[config.mk]
export PLATFORM = sky130hd
export DESIGN_NAME = chs_div
export DESIGN_NICKNAME = d
export VERILOG_FILES = /design/src/design/chs_pkg.sv /design/src/design/chs_div.sv
export SDC_FILE = /design/constraint.sdc
export NUM_CORES = 1
export LEC_CHECK = 0
export BUFFER_PORTS_ARGS = -buffer_cell sky130_fd_sc_hd__buf_2
export CAP_MARGIN = 30
export CORE_MARGIN = 2
export CORE_UTILIZATION = 60
export CTS_CLUSTER_DIAMETER = 60
export DETAILED_ROUTE_END_ITERATION = 8
export PLACE_DENSITY_LB_ADDON = 0.15
export SLEW_MARGIN = 30
export SYNTH_ARGS = -nofsm -noshare
export SYNTH_HDL_FRONTEND = slang
export SYNTH_SLANG_ARGS = --single-unit
[constraint.sdc]
create_clock -name clk -period 5 [get_ports clk]
set_input_delay 0.75 -clock clk [delete_from_list [all_inputs] [get_ports clk]]
set_output_delay 0.75 -clock clk [all_outputs]
set_load 0.02 [all_outputs]
[src/design/chs_pkg.sv]
package chs_pkg;

  // Default number of fraction bits of every fixed-point value.
  localparam int FRAC_BITS_DEF = 16;

  // Coefficients of p(t) = c0 + c1 t + c2 t^2 + c3 t^3.
  localparam int COEFF_COUNT = 4;
  localparam int CI_POS  = 0;
  localparam int CI_VEL  = 1;
  localparam int CI_QUAD = 2;
  localparam int CI_CUBE = 3;

  // Minimum duration register.
  localparam int MIN_DUR_W = 17;
  localparam logic [MIN_DUR_W-1:0] MIN_DUR_RESET = 17'd1;

  // Request operations.
  localparam logic OP_PLAN   = 1'b0;
  localparam logic OP_SAMPLE = 1'b1;

  typedef logic signed [63:0] coef_t;

  localparam coef_t S64_MAX = {1'b0, {63{1'b1}}};
  localparam coef_t S64_MIN = {1'b1, {63{1'b0}}};
  localparam logic [31:0] S32_MAX = {1'b0, {31{1'b1}}};
  localparam logic [31:0] S32_MIN = {1'b1, {31{1'b0}}};

  typedef struct packed {
    logic               op;
    logic signed [31:0] start_pos;
    logic signed [31:0] end_pos;
    logic signed [31:0] start_vel;
    logic signed [31:0] end_vel;
    logic [30:0]        duration;
    logic [30:0]        sample_time;
  } req_t;

  typedef struct packed {
    logic signed [31:0] position;
    logic signed [31:0] velocity;
    logic signed [31:0] acceleration;
  } res_t;

  typedef enum logic [2:0] {
    ST_IDLE,
    ST_MUL_GO,
    ST_MUL_WAIT,
    ST_NUMER,
    ST_DIV_GO,
    ST_DIV_WAIT,
    ST_EMIT
  } state_t;

  // Multiply steps: the first four plan a segment, the rest sample it.
  typedef enum logic [3:0] {
    MS_W0,
    MS_W1,
    MS_PT2,
    MS_PT3,
    MS_ST2,
    MS_ST3,
    MS_POS1,
    MS_POS2,
    MS_POS3,
    MS_VEL1,
    MS_VEL2,
    MS_ACC
  } mstep_t;

  // Magnitude of a signed 64-bit value; the most negative value maps to 2^63.
  function automatic logic [63:0] mag64(input coef_t x);
    logic [63:0] m;
    m = x[63] ? (64'd0 - x) : x;
    return m;
  endfunction

  // Apply a sign to a magnitude and saturate to the signed 64-bit range.
  function automatic coef_t sat_mag(input logic neg, input logic hi_nz,
                                    input logic [63:0] mag);
    coef_t r;
    if (hi_nz || mag[63]) begin
      r = neg ? S64_MIN : S64_MAX;
    end else begin
      r = neg ? coef_t'(64'd0 - mag) : coef_t'(mag);
    end
    return r;
  endfunction

endpackage

[src/design/chs_div.sv]
module chs_div #(
  parameter int FRAC_BITS = chs_pkg::FRAC_BITS_DEF
) (
  input  logic           clk,
  input  logic           rst,
  input  logic           start,
  input  chs_pkg::coef_t num,
  input  logic [63:0]    den,
  output logic           done,
  output chs_pkg::coef_t quot
);
  import chs_pkg::*;

  localparam int DVD_W = 64 + FRAC_BITS;
  localparam int CNT_W = $clog2(DVD_W + 1);

  logic             busy;
  logic [CNT_W-1:0] cnt;
  logic [DVD_W-1:0] dvd;
  logic [63:0]      rem;
  logic [63:0]      q;
  logic [63:0]      d;
  logic             ovf;
  logic             neg;
  logic [64:0]      trial;
  logic [64:0]      diff;
  logic             ge;

  // One restoring step: shift in the next dividend bit and try a subtract.
  assign trial = {rem, dvd[DVD_W-1]};
  assign diff  = trial - {1'b0, d};
  assign ge    = trial >= {1'b0, d};

  // Control: a zero divisor finishes at once, otherwise one bit a cycle.
  always_ff @(posedge clk) begin
    if (rst) begin
      busy <= 1'b0;
      cnt  <= '0;
      done <= 1'b0;
    end else begin
      done <= 1'b0;
      if (start) begin
        if (den == 64'd0) begin
          done <= 1'b1;
        end else begin
          busy <= 1'b1;
          cnt  <= CNT_W'(DVD_W);
        end
      end else if (busy) begin
        if (cnt == '0) begin
          busy <= 1'b0;
          done <= 1'b1;
        end else begin
          cnt <= cnt - CNT_W'(1);
        end
      end
    end
  end

  // Quotient datapath.
  always_ff @(posedge clk) begin
    if (start) begin
      dvd <= {mag64(num), {FRAC_BITS{1'b0}}};
      rem <= '0;
      q   <= '0;
      ovf <= 1'b0;
      neg <= num[63];
      d   <= den;
      if (den == 64'd0) begin
        quot <= (num == '0) ? '0 : (num[63] ? S64_MIN : S64_MAX);
      end
    end else if (busy) begin
      if (cnt == '0) begin
        quot <= sat_mag(neg, ovf, q);
      end else begin
        rem <= ge ? diff[63:0] : trial[63:0];
        q   <= {q[62:0], ge};
        ovf <= ovf | q[63];
        dvd <= dvd << 1;
      end
    end
  end

endmodule

==> results_dict.tcl <==
set metrics [dict create \
    start_util_pct 60.63 \
    die_w_um 184.9 \
    cts_root_buffer "clkbuf_16" \
    wl_um 50540 \
    setup_viol 0 \
    ioPinCount 196 \
    avgSynthCellArea_um2 8.590 \
    syn_area_um2 19630 \
    cts_tree "yes" \
    numCtsBuffers 38 \
    routabilityCongestion 0.9464 \
    cts_buffer_depth 3 \
    irDropWorstVdd_v 0.0002782 \
    clock_latency_ns 0.54 \
    worstMarginPinSlew_ns 0.9417 \
    required_ns 5.25 \
    ant_nets 0 \
    finClkSkew_ns 0.01913 \
    wl_met1_um 23110 \
    end_kind "flop" \
    final_common_cell "nand2_1" \
    post-cts-setup-buffer-count 0 \
    timing.final.crit_period_ns 3.892 \
    syn2layout_area_growth_pct 13.86 \
    die_h_um 184.9 \
    wl_met2_um 22580 \
    viasPerCell 6.104 \
    relSlewSlack_pct 36.99 \
    ys_types 67 \
    fin_tns_setup_ns 0 \
    cp_max_fo 10 \
    antenna_found_initial 1 \
    hold_violations 0 \
    slew_viol_final 0 \
    clk_pin_slew_ns 0.06 \
    ys.flop_type "edfxtp_1" \
    io_buffers 195 \
    cts.sinks 331 \
    finalCoreUtilization_pct 69.04 \
    p_total_mw 7.747 \
    finalNetCount 2599 \
    fillers 2715 \
    synth_fp_nets 2484 \
    grt_pass1_wl_um 81650 \
    core_um2 32370 \
    finalCritPeriodShare_pct 77.84 \
    track_usage_pct 29.32 \
    rsz0062_at_grt "no" \
    drt_iter0_drc 1829 \
    cts_resized 0 \
    row_count 66 \
    wl_met3_um 3839 \
    syn-instance-count 2285 \
    crit_type "reg -> reg" \
    drive_gt1_share_pct 13.00 \
    p_leak_nw 8.779 \
    power_density_nw_per_um2 346.6 \
    h-tree-depth 2 \
    hold_class "in -> reg" \
    vias 17530 \
    fmax_mhz 256.9 \
    ys_seq_area_share_pct 43.60 \
    critPathLaunchType "flop" \
    grt_max_degree 187 \
    grt-ovfl-total 0 \
    fin_cells 2872 \
    drv_cap 0 \
    synth_edf_count 193 \
    post_drt_wl_per_cell_um 17.60 \
    ys.warnings.count 0 \
    highest_layer "met5" \
    hold_buffers 0 \
    drcViolationCount 0 \
    place_hpwl_um 35410 \
    final_cell_mix "300 x nand2_1, 251 x nor2_1, 235 x a21oi_1" \
    diodes 0 \
    ys_ff_latch 331 \
    cp.arrival_ns 4.14 \
    drt_first_pass_iters 5 \
    synth-async-reset-ratio_pct 0 \
    die-area_um2 34180 \
    grt_pass1_vias 16200 \
    status "complete, no violations" \
    dp.cells 2802 \
]
[worst max-delay path, cell delays in order, from the launching register on]
cell,delay [ns]
dfxtp_1,0.39
or4_1,0.61
nor3_1,0.43
nand2b_1,0.21
nand4b_1,0.39
nor3_1,0.35
and3_1,0.26
nand4_1,0.18
o311ai_0,0.66
nand2_1,0.13
[logic make-up after synthesis]
| logic type | Yosys count | synth area share [%] |
|---|---|---|
| DFF | 331 | 43.60 |
| xor gates and xnor gates | 140 | 6.247 |
| and+or+nand+nor | 825 | 19.32 |
| muxes | 19 | 0.9753 |
| AOI/OAI and AO/OA | 661 | 20.83 |
| adders and majority gates | 68 | 4.373 |
| buffers and inverters | 241 | 4.647 |
[layout make-up]
cell class,count,area (um2),share of cell area [%]
Tap cell,442,553.0,2.475
Clock inverter,17,346.6,1.551
Multi-Input combinational cell,1713,10210,45.67
Clock buffer,53,1122,5.022
Sequential cell,331,8558,38.29
Timing Repair Buffer,217,1191,5.330
Inverter,99,371.6,1.663
[registers in the layout, indices dropped and copies added, names as in the netlist]
register and flops:
busy 1, cnt 7, d 64, done 1, dvd 64, neg 1, ovf 1, q 64
quot 64, rem 64
[worst paths after layout]
| check | slack, ns | from | end | cells past startpoint |
|---|---|---|---|---|
| worst min-delay path | 0.41 | den[43] | d[43] | 1 |
| worst max register to register | 1.11 | q[28] | quot[63] | 9 |
| worst min register to register | 0.47 | rem[22] | rem[22] | 2 |
| worst max-delay path | 1.11 | q[28] | quot[63] | 9 |
[Yosys cell counts (19+ instances only)]
| library cell | number | area [um2] |
|---|---|---|
| o41ai_1 | 19 | 166.4 |
| a31oi_1 | 19 | 118.9 |
| a21oi_1 | 235 | 1176 |
| nor2_1 | 253 | 949.7 |
| clkbuf_1 | 134 | 503.0 |
| nand2_1 | 301 | 1130 |
| o21ai_0 | 154 | 770.7 |
| nand4_1 | 24 | 150.1 |
| a211oi_1 | 49 | 367.9 |
| o31ai_1 | 31 | 232.7 |
| or3_1 | 22 | 137.6 |
| nor4_1 | 41 | 256.5 |
| a21o_1 | 26 | 195.2 |
| edfxtp_1 | 193 | 5796 |
| nor3_1 | 54 | 270.3 |
| xnor2_1 | 51 | 446.7 |
| dfxtp_1 | 138 | 2763 |
| ha_1 | 67 | 838.3 |
| inv_1 | 98 | 367.9 |
| a221oi_1 | 20 | 175.2 |
| xor2_1 | 89 | 779.5 |
[routing by layer]
| metal | vias to the layer above | global-route usage, % |
|---|---|---|
| met5 | - | 0 |
| met4 | 2 | 7.397 |
| met3 | 84 | 5.486 |
| met2 | 664 | 46.05 |
| met1 | 8266 | 41.84 |
| li1 | 8515 | - |
[where the power goes]
group          internal (mW)  switching (mW)  leakage [nW]
combinational          0.480           0.879          5.10
sequential              3.09          0.0737          2.97
clock                   2.09            1.13         0.711
total                   5.66            2.09          8.78
[per-stage QoR]
step	hold slack (ns)	cell area, um2	setup WS [ns]
after detailed placement	0.4659	20870	0.7524
after floorplan	0.4451	19630	1.177
final	0.4052	22350	1.108
after global routing	0.3987	22350	0.7464
after global placement	0.4596	20870	0.9039
after CTS	0.3820	22340	1.164
Power figures use the tool's default switching activity.
