[config.mk]
export PLATFORM = sky130hd
export DESIGN_NAME = chs_mul
export DESIGN_NICKNAME = d
export VERILOG_FILES = /design/src/design/chs_pkg.sv /design/src/design/chs_mul.sv
export SDC_FILE = /design/constraint.sdc
export NUM_CORES = 2
export LEC_CHECK = 0
export ABC_AREA = 1
export BUFFER_PORTS_ARGS = -buffer_cell sky130_fd_sc_hd__buf_4
export CORE_ASPECT_RATIO = 1.1
export CORE_MARGIN = 2
export CORE_UTILIZATION = 33
export DETAILED_ROUTE_END_ITERATION = 8
export SLEW_MARGIN = 40
export SYNTH_ARGS = -nofsm -noshare
export SYNTH_HDL_FRONTEND = slang
export SYNTH_SLANG_ARGS = --single-unit
[constraint.sdc]
create_clock -name clk -period 8 [get_ports clk]
set_input_delay 0.4 -clock clk [delete_from_list [all_inputs] [get_ports clk]]
set_output_delay 0.4 -clock clk [all_outputs]
set_load 0.02 [all_outputs]
[src/design/chs_pkg.sv]
package chs_pkg;

  // Default number of fraction bits of every fixed-point value.
  localparam int FRAC_BITS_DEF = 16;

  // Coefficients of p(t) = c0 + c1 t + c2 t^2 + c3 t^3.
  localparam int COEFF_COUNT = 4;
  localparam int CI_POS  = 0;
  localparam int CI_VEL  = 1;
  localparam int CI_QUAD = 2;
  localparam int CI_CUBE = 3;

  // Minimum duration register.
  localparam int MIN_DUR_W = 17;
  localparam logic [MIN_DUR_W-1:0] MIN_DUR_RESET = 17'd1;

  // Request operations.
  localparam logic OP_PLAN   = 1'b0;
  localparam logic OP_SAMPLE = 1'b1;

  typedef logic signed [63:0] coef_t;

  localparam coef_t S64_MAX = {1'b0, {63{1'b1}}};
  localparam coef_t S64_MIN = {1'b1, {63{1'b0}}};
  localparam logic [31:0] S32_MAX = {1'b0, {31{1'b1}}};
  localparam logic [31:0] S32_MIN = {1'b1, {31{1'b0}}};

  typedef struct packed {
    logic               op;
    logic signed [31:0] start_pos;
    logic signed [31:0] end_pos;
    logic signed [31:0] start_vel;
    logic signed [31:0] end_vel;
    logic [30:0]        duration;
    logic [30:0]        sample_time;
  } req_t;

  typedef struct packed {
    logic signed [31:0] position;
    logic signed [31:0] velocity;
    logic signed [31:0] acceleration;
  } res_t;

  typedef enum logic [2:0] {
    ST_IDLE,
    ST_MUL_GO,
    ST_MUL_WAIT,
    ST_NUMER,
    ST_DIV_GO,
    ST_DIV_WAIT,
    ST_EMIT
  } state_t;

  // Multiply steps: the first four plan a segment, the rest sample it.
  typedef enum logic [3:0] {
    MS_W0,
    MS_W1,
    MS_PT2,
    MS_PT3,
    MS_ST2,
    MS_ST3,
    MS_POS1,
    MS_POS2,
    MS_POS3,
    MS_VEL1,
    MS_VEL2,
    MS_ACC
  } mstep_t;

  // Magnitude of a signed 64-bit value; the most negative value maps to 2^63.
  function automatic logic [63:0] mag64(input coef_t x);
    logic [63:0] m;
    m = x[63] ? (64'd0 - x) : x;
    return m;
  endfunction

  // Apply a sign to a magnitude and saturate to the signed 64-bit range.
  function automatic coef_t sat_mag(input logic neg, input logic hi_nz,
                                    input logic [63:0] mag);
    coef_t r;
    if (hi_nz || mag[63]) begin
      r = neg ? S64_MIN : S64_MAX;
    end else begin
      r = neg ? coef_t'(64'd0 - mag) : coef_t'(mag);
    end
    return r;
  endfunction

endpackage

[src/design/chs_mul.sv]
module chs_mul #(
  parameter int FRAC_BITS = chs_pkg::FRAC_BITS_DEF
) (
  input  logic          clk,
  input  logic          rst,
  input  logic          start,
  input  chs_pkg::coef_t a,
  input  chs_pkg::coef_t b,
  output logic          done,
  output chs_pkg::coef_t result
);
  import chs_pkg::*;

  localparam logic [2:0] IDX_PP_LAST   = 3'd3;
  localparam logic [2:0] IDX_ACC_FIRST = 3'd1;
  localparam logic [2:0] IDX_ACC_LAST  = 3'd4;
  localparam logic [2:0] IDX_FINAL     = 3'd5;

  logic         busy;
  logic [2:0]   idx;
  logic [63:0]  ua;
  logic [63:0]  ub;
  logic         neg;
  logic [63:0]  pp;
  logic [1:0]   pp_sh;
  logic [127:0] acc;
  logic [31:0]  half_a;
  logic [31:0]  half_b;

  // Pick the 32-bit halves for this partial product.
  assign half_a = idx[1] ? ua[63:32] : ua[31:0];
  assign half_b = idx[0] ? ub[63:32] : ub[31:0];

  // Sequence control: four partial products, then a final step to round and saturate.
  always_ff @(posedge clk) begin
    if (rst) begin
      busy <= 1'b0;
      idx  <= '0;
      done <= 1'b0;
    end else begin
      done <= 1'b0;
      if (start) begin
        busy <= 1'b1;
        idx  <= '0;
      end else if (busy) begin
        idx <= idx + 3'd1;
        if (idx == IDX_FINAL) begin
          busy <= 1'b0;
          done <= 1'b1;
        end
      end
    end
  end

  // Magnitude datapath: one 32x32 product a cycle, accumulated the cycle after.
  always_ff @(posedge clk) begin
    if (start) begin
      ua  <= mag64(a);
      ub  <= mag64(b);
      neg <= a[63] ^ b[63];
      acc <= '0;
    end else if (busy) begin
      if (idx <= IDX_PP_LAST) begin
        pp    <= {32'd0, half_a} * {32'd0, half_b};
        pp_sh <= {1'b0, idx[1]} + {1'b0, idx[0]};
      end
      if (idx >= IDX_ACC_FIRST && idx <= IDX_ACC_LAST) begin
        acc <= acc + ({64'd0, pp} << {pp_sh, 5'd0});
      end
      if (idx == IDX_FINAL) begin
        result <= sat_mag(neg, |acc[127:64+FRAC_BITS], acc[FRAC_BITS +: 64]);
      end
    end
  end

endmodule

==> impl_metrics.tcl <==
set metrics [dict create \
    dpl_cell_area_mm2 0.07486 \
    yosysUniqueCellTypes 58 \
    maxSlewHeadroom 0.3536 \
    track_usage 0.2783 \
    crit_path_top_delay_cell "fa_1" \
    final_layout_size_suffix_gt1_frac 0.08242 \
    pin_count 196 \
    drt-total-wl_mm 296.4 \
    initial_core_util 0.3310 \
    tightest_slew_ns 0.9696 \
    first_pass_iters 6 \
    hold_path_startpoint "a[57]" \
    synthToLayoutAreaGrowth_pct 13.26 \
    drt-initial-drc-count 4620 \
    synth_enable_flop_cells 259 \
    die_area_mm2 0.2105 \
    row_count 175 \
    postRouteAntennaNets 0 \
    htreeDepth 2 \
    grt_pass1_wl_mm 428.3 \
    max_freq_ghz 0.1285 \
    status "finished clean" \
    rsz0062_at_grt "true" \
    vias_per_cell 4.909 \
    vias 63860 \
    grt_max_degree 122 \
    async_flop_share 0 \
    hold_depth 2 \
    cp-startpoint "idx[1]" \
    netlist_instances 9917 \
    hpwl_mm 258.8 \
    die_w_um 437.7 \
    place_inst 12870 \
    cts_root_buf "clkbuf_16" \
    critPathRequiredTime_ns 8.42 \
    r2r_cells 26 \
    holdCritPathClass "in -> reg" \
    io_buffers 195 \
    yosys_warnings 0 \
    grt_overflow 0 \
    wire_per_inst_um 22.79 \
    path_clk_slew_ns 0.08 \
    critPathCaptureType "register" \
    cp_max_fo 23 \
    clk_latency_ns 0.75 \
    yosysSeqAreaShare 0.1529 \
    drv_slew 0 \
    worstPathArrival_ns 8.20 \
    tritoncts "built" \
    critical_path_class "reg -> reg" \
    clockBufferDepth 3 \
    synth_area_mm2 0.06827 \
    cap_violations 0 \
    r2r_start "idx[1]" \
    avgSynthCellArea_um2 6.884 \
    setup_viol 0 \
    synthFlopType "edfxtp_1" \
    ys_seq_elements 392 \
    worst_setup_path_start_kind "register" \
    gp_congestion 0.9938 \
    die_height_um 481.0 \
    numCtsBuffers 53 \
    final.period_utilization 0.9726 \
    crit_top_cell "fa_1" \
    drc_errors 0 \
    finalHoldViolCount 0 \
    final_cell_area_mm2 0.07733 \
    cts_num_sinks 392 \
    skew_ns 0.07948 \
    instances_no_fill 13010 \
    postSynthNetCount 11340 \
    layout.nets 11640 \
    core-area_mm2 0.2063 \
    cpPeakStageDelay_ns 0.57 \
    grt_pass1_vias 65840 \
    fin_crit_ns 7.781 \
    antenna_found_initial 6 \
]
==> layout by cell type (no fill, tap or decap), types with 18 or more instances in the layout <==
| cell | count |
|---|---|
| nand2_1 | 2611 |
| inv_1 | 2292 |
| nor2_1 | 1426 |
| fa_1 | 897 |
| buf_4 | 448 |
| ha_1 | 394 |
| a21oi_1 | 275 |
| nand3_1 | 264 |
| edfxtp_1 | 259 |
| o21ai_0 | 245 |
| xor2_1 | 224 |
| dfxtp_1 | 131 |
| nand4_1 | 84 |
| or2_2 | 71 |
| nor3_1 | 67 |
| o21ai_2 | 56 |
| xnor2_1 | 54 |
| clkbuf_16 | 54 |
| o21ai_1 | 35 |
| buf_12 | 35 |
| nor4_1 | 26 |
| dlygate4sd3_1 | 26 |
| inv_2 | 23 |
| nor2_2 | 18 |
| a31oi_1 | 18 |
==> final cells by class <==
class                   count  area, um^2
fillers                 22280      128900
multi-input cells        6916       48250
flip-flops and latches    392       10450
inverters                2335        8805
repair buffers            521        4479
well taps                2743        3432
clock buffers              63        1395
clock inverters            37       524.3
diodes                      1       2.502
==> critical path: cells and delay by family, from the launching register on <==
kind	cells	cell delay, ns
XOR/XNOR	1	0.15
adder cells (fa/ha/maj)	9	4.37
buffers and inverters	7	0.66
flip-flops	1	0.39
AND/OR/NAND/NOR	3	0.50
AO/OA/AOI/OAI	6	1.43
==> logic make-up (layout without fill, tap and decap cells) <==
logic type	after synthesis	count (layout)	synth area share
other	0	1	0
adders and majority gates	1294	1294	0.3358
buffers and inverters	2609	2956	0.1450
xor gates and xnor gates	281	281	0.03605
DFF	392	392	0.1529
AOI/OAI and AO/OA	695	695	0.05544
and+or+nand+nor	4646	4646	0.2748
==> synth_stat cells, types with 9 or more instances <==
cell type,instances,area share
o21ai_0,280,0.021
a31oi_1,19,0.0017
nor2_4,11,0.0018
inv_1,2299,0.13
nor2_2,14,0.0013
a21o_1,12,0.0013
nor4_1,30,0.0027
clkbuf_1,186,0.010
nor3_1,67,0.0049
or2_2,71,0.0065
fa_1,897,0.26
buf_1,12,0.00066
nand3_1,265,0.019
o21bai_1,16,0.0018
buf_2,73,0.0054
o211ai_1,9,0.00099
nand2_2,11,0.0010
xor2_1,227,0.029
nor2_1,1431,0.079
o21ai_2,30,0.0038
inv_2,24,0.0013
ha_1,397,0.073
xnor2_1,54,0.0069
edfxtp_1,259,0.11
nand3_2,11,0.0016
clkinv_1,11,0.00060
nand4_1,84,0.0077
o21ai_1,32,0.0023
dfxtp_1,133,0.039
nand2_1,2613,0.14
a21oi_1,276,0.020
==> registers in the layout, summed over array words and instances, names as in the netlist <==
| register | count |
|---|---|
| acc | 128 |
| busy | 1 |
| done | 1 |
| idx | 3 |
| neg | 1 |
| pp | 64 |
| pp_sh | 2 |
| result | 64 |
| ua | 64 |
| ub | 64 |
==> worst paths after layout <==
path	end	slack, ns
max reg2reg	pp[56]	0.22
min reg2reg	acc[0]	0.53
min	ua[57]	0.04
max	pp[56]	0.22
==> what timing repair did <==
| item | 4_1_cts | 5_1_grt |
|---|---|---|
| setup endpoints to repair | 2 | 32 |
| gates cloned | 0 | 0 |
| hold buffers | 26 | 0 |
| endpoints found under the hold margin | 27 | 0 |
| gates resized for setup | 3 | 46 |
| buffers inserted | 0 | 7 |
==> layer usage <==
metal	track usage	vias to the layer above	routed length (um)
li1	-	30030	-
met1	0.3065	30790	109000
met2	0.4997	2304	146700
met3	0.02721	731	14360
met4	0.2000	8	26340
met5	0	-	57
==> metrics by stage <==
stage,hold WS [ns],setup slack (ns),TNS (ns),utilization
final,0.04222,0.2188,0,0.3749
after global routing,0.02990,-0.01604,-0.01604,0.3749
after CTS,0.001998,0.004877,0,0.3736
after detailed placement,0.5097,-0.03300,-0.04948,0.3629
after global placement,0.4993,0.02899,0,0.3627
after floorplan,0.4691,0.7513,0,-
Power is not shown: default switching activity piles up to over one toggle a cycle in this logic, so the estimate is an artifact.
